[src/sv/mmdet_pkg.sv]
// ----------------------------------------------------------------------------
// mmdet_pkg: shared types and codes of the masked max distance entry table
// opcodes, table entry layout, query bundle and default depth
// ----------------------------------------------------------------------------
package mmdet_pkg;

    // default number of table entries
    localparam int unsigned TABLE_DEPTH_DEF = 64;

    // operation codes
    localparam logic [2:0] OP_CLEAR     = 3'd0;
    localparam logic [2:0] OP_PUSH      = 3'd1;
    localparam logic [2:0] OP_FIND      = 3'd2;
    localparam logic [2:0] OP_FIND_ATTR = 3'd3;
    localparam logic [2:0] OP_SET_FIELD = 3'd4;

    // one stored hit entry
    typedef struct packed {
        logic        [31:0] types;
        logic        [15:0] attribute;
        logic signed [31:0] distance;
    } t_entry;

    // query for the shared compare unit
    typedef struct packed {
        logic [31:0] types;
        logic [31:0] attrs;
        logic        use_attr;
    } t_query;

    // running selection seen by the compare unit
    typedef struct packed {
        logic               valid;
        logic signed [31:0] distance;
    } t_best;

endpackage

[src/sv/mmdet_cmp.sv]
// ----------------------------------------------------------------------------
// mmdet_cmp: entry qualify and compare unit
// decides whether one scanned entry replaces the running selection
// ----------------------------------------------------------------------------
module mmdet_cmp
    import mmdet_pkg::*;
(
    input  t_entry i_entry,
    input  t_query i_query,
    input  t_best  i_best,
    output logic   o_take
);
    logic type_hit;
    logic attr_hit;
    logic dist_ok;
    logic greater;

    assign type_hit = (i_entry.types & i_query.types) != 32'd0;
    assign attr_hit = !i_query.use_attr || i_query.attrs[i_entry.attribute[4:0]];
    // negative distances never qualify
    assign dist_ok  = !i_entry.distance[31];
    // strict compare keeps the lowest index on ties
    assign greater  = !i_best.valid || (i_entry.distance > i_best.distance);
    assign o_take   = type_hit && attr_hit && dist_ok && greater;
endmodule

[config.mk]
export PLATFORM = sky130hd
export DESIGN_NAME = mmdet_cmp
export DESIGN_NICKNAME = d
export VERILOG_FILES = /design/src/sv/mmdet_pkg.sv /design/src/sv/mmdet_cmp.sv
export SDC_FILE = /design/constraint.sdc
export NUM_CORES = 1
export LEC_CHECK = 0
export BUFFER_PORTS_ARGS = -buffer_cell sky130_fd_sc_hd__clkbuf_2
export CORE_AREA = 2 2 69 71
export DETAILED_ROUTE_END_ITERATION = 12
export DIE_AREA = 0 0 71 73
export PLACE_DENSITY = 0.76
export SLEW_MARGIN = 20
export SYNTH_ARGS = -nofsm -noshare
export SYNTH_HDL_FRONTEND = slang
export SYNTH_SLANG_ARGS = --single-unit
[constraint.sdc]
create_clock -name vclk -period 2.42
set_input_delay 0.121 -clock vclk [all_inputs]
set_output_delay 0.121 -clock vclk [all_outputs]
set_load 0.02 [all_outputs]
# After elaboration in Yosys (flattened, before gate mapping)
# Cells that the tools add are included.
[op_classes]
bitwise = 1
mux = 2
n_lt_le_gt_ge = 2
n_reduce_logical = 9
[op_table]
columns = ["cell", "count"]
rows = [
  ["$and A32 B32 Y32", 1],
  ["$gt A32 B32 Y1", 1],
  ["$reduce_bool A32 Y1", 1],
  ["$lt A5 B6 Y1 const B", 1],
  ["$bmux W1 S5", 1],
  ["$logic_and A1 B1 Y1", 3],
  ["$logic_not A1 Y1", 3],
  ["$logic_or A1 B1 Y1", 2],
  ["$mux W1", 1],
]
[totals]
output_inout_bits = 1
wordCells = 14
inputBits = 178
regBits = 0

# Logic depth before layout (Yosys ltp)
# Gate-level depths: netlist of run 1.
[logic_depth]
ltp_word = 6
mapped_depth = 8

# Worst setup path before layout of run 1
# No wires, ideal clock.
[synth_timing]
path_type = "input to output"
start = "input i_best[31] (netlist bit)"
end = "output o_take"
path_stages = 8
setup_slack_ns = 0.255
arrival_ns = 2.044
path_cell_list = "inv_1 ha_1 nand4_1 or2_1 or4_4 nor2_1 o21ai_0 a211oi_1"
[synth_via]
elab_chain_len = 3
[synth_rtl]
columns = ["element", "line", "source"]
rows = [
  ["start, declared", "mmdet_cmp.sv:10", "input t_best i_best,"],
  ["$gt A32 B32 Y1", "mmdet_cmp.sv:23", "assign greater = !i_best.valid || (i_entry.distance > i_best.distance);"],
  ["$logic_or A1 B1 Y1", "mmdet_cmp.sv:23", ""],
  ["$logic_and A1 B1 Y1", "mmdet_cmp.sv:24", "assign o_take = type_hit && attr_hit && dist_ok && greater;"],
  ["end, declared", "mmdet_cmp.sv:11", "output logic o_take"],
]
# Every way passes these cells.

# Worst setup path after layout of run 1
# Same ends and word-level chain as after synthesis.

==> impl_metrics.ini, run 1 <==
[cts]
cts_resized = 0
cts_setup_buffers = 0
hold_buffers = 0

[global_route]
grt_max_degree = 9
grt_antenna_before_repair = 0
grt_pass1_wl_um = 6920
overflow = 0
gr-usage-all-layers = 0.157
grt_pass1_vias = 1711

[sta]
rsz0062_at_grt = false
final_max_slew_viol_count = 0
worst_pin_slew_ns = 0.342
fin_ws_ns = 0.141
setup_tns_ns = 0
fin_crit_sh = 0.942
min_period_ns = 2.28
final-setup-viol-count = 0
relSlewSlack = 0.770
fmax_mhz = 439
hold_viol = 0

[synth]
synth_warnings = 0
syn-cell-area_um2 = 1230
syn-instance-count = 160
syn_nets = 370
seq_area_frac_synth = 0
synth_cell_types = 27
avgSynthCellArea_um2 = 7.71

[route]
dr.max_layer_used = met4
drt-pass1-iter-count = 4
wirelength_um = 4480
routed_via_density = 4.76
drt_iter0_markers = 42
route.met3.wl_um = 402
wl_per_cell_um = 11.8
wl_met1_um = 1780
drc = 0
final_antenna_net_count = 0
vias = 1810
wl_met2_um = 2250

[final_layout]
num-clock-buffers = 0
seqCellArea_um2 = 0
insertedDiodeCount = 0
nNetsFinal = 538
n_sequential_cell = 0
drive_gt1_frac = 0.543
syn2layout_area_growth_pct = 72.9

[floorplan]
start_util = 0.272
core_area_um2 = 4540
dieArea_um2 = 5180
die_height_um = 73
row_count = 25
num_io_pins = 179
dieWidth_um = 71

[placed_design]
io_buffers = 168
pre_cts_slack_ns = 0.154
gp_congestion = 0.793
post-dp-hpwl_um = 4380

[power_and_ir_drop]
ir_drop_v = 0.0000780
p_leak_nw = 1.33
p_per_area_nw_per_um2 = 145

[setup_path]
arrival_ns = 2.16
crit_path_end_kind = output port
critPathRequiredTime_ns = 2.30
crit_type = in2out
path_max_fanout = 3
startpoint_type = input pin

[job]
cap_violations = 0

[hold_path]
hold_start = i_entry[31]
min_path_cells = 4
hold_class = in2out
hold-path-endpoint = o_take

[run_status]
outcome = finished clean
## cell type report
| cell class | instances | area (um2) |
|---|---|---|
| Multi-Input combinational cell | 125 | 1100 |
| Fill cell | 469 | 2400 |
| Timing Repair Buffer | 168 | 841 |
| Inverter | 33 | 124 |
| Tap cell | 54 | 67.6 |
## power by group
part | switching (mW) | internal (mW)
logic | 0.125 | 0.184
clock network | 0 | 0
registers | 0 | 0
## cell usage after synthesis, drive strengths merged (2+ instances only)
cell type   n  area, um2
mux2i       2       20.0
mux4        8        180
nor3        2       10.0
nand4      10       62.6
o21ai       7       35.0
a211oi      3       22.5
a22oi      16        120
nand3       6       30.0
inv        33        124
a21o        3       22.5
nor2b       3       18.8
nand2       7       26.3
a21oi      10       50.1
nor2        6       22.5
ha         32        400
or4         2       18.8
## worst max path at each step
stage	from	to	slack, ns	depth (start not counted)
5_1_grt	i_best[31]	o_take	0.002	10
3_3_place_gp	i_best[31]	o_take	0.19	10
3_5_place_dp	i_best[31]	o_take	0.15	10
4_1_cts	i_best[31]	o_take	0.14	10
2_1_floorplan	i_best[31]	o_take	0.26	8
6_report	i_best[31]	o_take	0.14	10
## stage by stage
| step | hold WS [ns] | instances | instance area (um2) | power, mW | utilization |
|---|---|---|---|---|---|
| 4_1_cts | 0.663 | 380 | 2130 | 0.314 | 0.470 |
| 6_report | 0.670 | 380 | 2130 | 0.309 | 0.470 |
| 5_1_grt | 0.678 | 380 | 2130 | 0.353 | 0.470 |
| 2_1_floorplan | 0.404 | 160 | 1230 | 0.145 | - |
| 3_3_place_gp | 0.647 | 380 | 2130 | 0.302 | 0.470 |
| 3_5_place_dp | 0.662 | 380 | 2130 | 0.311 | 0.470 |
## cells by family (layout without fill, tap and decap cells)
kind of cell	after synthesis	count (layout)	share of synthesized area
and+or+nand+nor	39	39	0.170
AOI/OAI and AO/OA	44	44	0.235
adders and majority gates	32	32	0.325
buffers and inverters	35	201	0.107
muxes	10	10	0.162
## worst max-delay path, cell delays in order
cell and delay [ns]:
clkbuf_2 0.09, inv_1 0.04, ha_1 0.30, nand4_1 0.14, or2_1 0.27, or4_4 0.50, o32ai_1 0.29, a211o_1 0.18
a211oi_1 0.05, clkbuf_2 0.17
## per-layer routing
layer / vias up / GRT usage
li1: 942 / -
met1: 768 / 0.190
met2: 94 / 0.310
met3: 6 / 0.0138
met4: 0 / 0.0168
met5: - / 0
## layout by cell type, fill, tap and decap left out, drive strengths merged
cell    Yosys  routed
clkbuf      1     168
nor2        6       6
nand3       6       6
o32ai       1       1
o21ai       7       7
nand4b      1       1
inv        33      33
a21o        3       3
a21oi      10      10
o22ai       1       1
or2         1       1
a22oi      16      16
a211o       1       1
or4         2       2
nor2b       3       3
nand4      10      10
a221oi      1       1
nor3        2       2
nor4        1       1
mux4        8       8
nand2       7       7
ha         32      32
o211ai      1       1
a211oi      3       3
mux2i       2       2
(Power assumes the default switching activity.)
==> run 2, diff against run 1 <==
--- a/config.mk
+++ b/config.mk
@@ -9,7 +9,9 @@
 export CORE_AREA = 2 2 69 71
 export DETAILED_ROUTE_END_ITERATION = 12
 export DIE_AREA = 0 0 71 73
-export PLACE_DENSITY = 0.76
+export GPL_TIMING_DRIVEN = 0
+export PLACE_DENSITY_LB_ADDON = 0.08
+export SETUP_SLACK_MARGIN = 0.15
 export SLEW_MARGIN = 20
 export SYNTH_ARGS = -nofsm -noshare
 export SYNTH_HDL_FRONTEND = slang
==> run 2 against run 1 <==
  * Routed wire length rose by 3.7%
  * Critical path depth did not move
  * Hold slack got worse by 0.0039 ns
  * First-iteration DRC count fell by 33%
  * Final area rose by 5.5%
  * Non-clock buffer count rose by 2
  * Critical endpoint unchanged
  * Highest routed layer is now met3
==> impl_metrics.ini, run 2 (synthesized netlist as in run 1, its figures left out) <==
[run_status]
outcome = finished clean

[global_route]
met3_usage = 0.0166
grt_pass1_vias = 1659
grt_max_degree = 9
grt_antenna_before_repair = 0
gr-usage-met2 = 0.309
grt_busiest_layer = met2
grt_pass1_wl_um = 6800
overflow = 0
gr-usage-all-layers = 0.157
grtUsageMet1 = 0.194

[power_and_ir_drop]
ir_drop_v = 0.0000579
p_leak_nw = 1.34
p_per_area_nw_per_um2 = 146

[setup_path]
crit_chain = clkbuf_2, inv_1, ha_1, nand4_1, or2_1, or4_4, o32ai_2, a211o_1, a211oi_2, buf_4
critPathMaxStageDelay_ns = 0.59
endpoint = o_take
path_max_fanout = 3
arrival_ns = 2.09
crit_buf_inv = 3
crit_path_end_kind = output port
critPathRequiredTime_ns = 2.30
path_depth = 10
crit_type = in2out
cp_top_family = simple AND/OR/NAND/NOR gates
startpoint = i_best[29]
startpoint_type = input pin
slowest_stage = or4_4

[floorplan]
start_util = 0.272
dieArea_um2 = 5180
core_area_um2 = 4540
row_count = 25
die_height_um = 73
num_io_pins = 179
dieWidth_um = 71

[placed_design]
post-dp-hpwl_um = 4370
pre_cts_slack_ns = 0.102
gp_congestion = 0.801
dp_cells = 380
io_buffers = 166

[sta]
hold_viol = 0
final_max_slew_viol_count = 0
fin_crit_sh = 0.913
relSlewSlack = 0.693
min_period_ns = 2.21
rsz0062_at_grt = false
final-setup-viol-count = 0
fmax_mhz = 453
worst_pin_slew_ns = 0.460
setup_tns_ns = 0
fin_ws_ns = 0.210

[route]
vias = 1782
routed_via_density = 4.66
wl_per_cell_um = 12.2
final_antenna_net_count = 0
drc = 0
wirelength_um = 4640
drt-pass1-iter-count = 4
drt_iter0_markers = 28

[final_layout]
seqCellArea_um2 = 0
nNetsFinal = 540
num-clock-buffers = 0
layout_commonest_cell = clkbuf_2
drive_gt1_frac = 0.582
insertedDiodeCount = 0
fillers = 454
layoutNonFillerInstCount = 382
layout_common_cells = clkbuf_2, inv_1, ha_1, a22oi_1, nand4_1
n_sequential_cell = 0
syn2layout_area_growth_pct = 82.4

[hold_path]
hold_class = in2out

[cts]
hold_buffers = 0

[job]
cap_violations = 0
run 2: layout make-up:
type	count	area [um2]	area share
Timing Repair Buffer	168	867	0.385
Multi-Input combinational cell	125	1180	0.526
Inverter	33	124	0.0551
Buffer	2	8.76	0.00389
Tap cell	54	67.6	0.0300
run 2: per-layer routing:
| layer | up-vias | share of wire |
|---|---|---|
| met3 | 0 | 0.080 |
| met4 | 0 | 0 |
| li1 | 949 | - |
| met5 | - | 0 |
| met2 | 84 | 0.53 |
| met1 | 749 | 0.39 |
run 2: timing repair:
item	in CTS	in global routing
gates cloned	0	0
gates resized for setup	4	15
buffers inserted	0	2
pin swaps	1	12
endpoints found under the setup margin	1	1
run 2: per-stage QoR:
step,power [mW],hold slack [ns],utilization,cell area [um2]
2_1_floorplan,0.145,0.404,-,1230
3_3_place_gp,0.305,0.647,0.470,2130
3_5_place_dp,0.309,0.661,0.470,2130
4_1_cts,0.316,0.667,0.476,2160
5_1_grt,0.373,0.700,0.496,2250
6_report,0.328,0.667,0.496,2250
run 2: worst min path at each step:
stage / start / endpoint / slack [ns] / depth (start not counted)
6_report: i_best[32] / o_take / 0.67 / 4
5_1_grt: i_best[32] / o_take / 0.70 / 4
4_1_cts: i_best[32] / o_take / 0.67 / 4
3_5_place_dp: i_best[32] / o_take / 0.66 / 4
3_3_place_gp: i_best[32] / o_take / 0.65 / 4
2_1_floorplan: i_entry[31] / o_take / 0.40 / 2
run 2: power breakdown:
group          switching [mW]  internal (mW)  leakage, nW
logic                   0.132          0.196         1.34
registers                   0              0            0
clock network               0              0            0
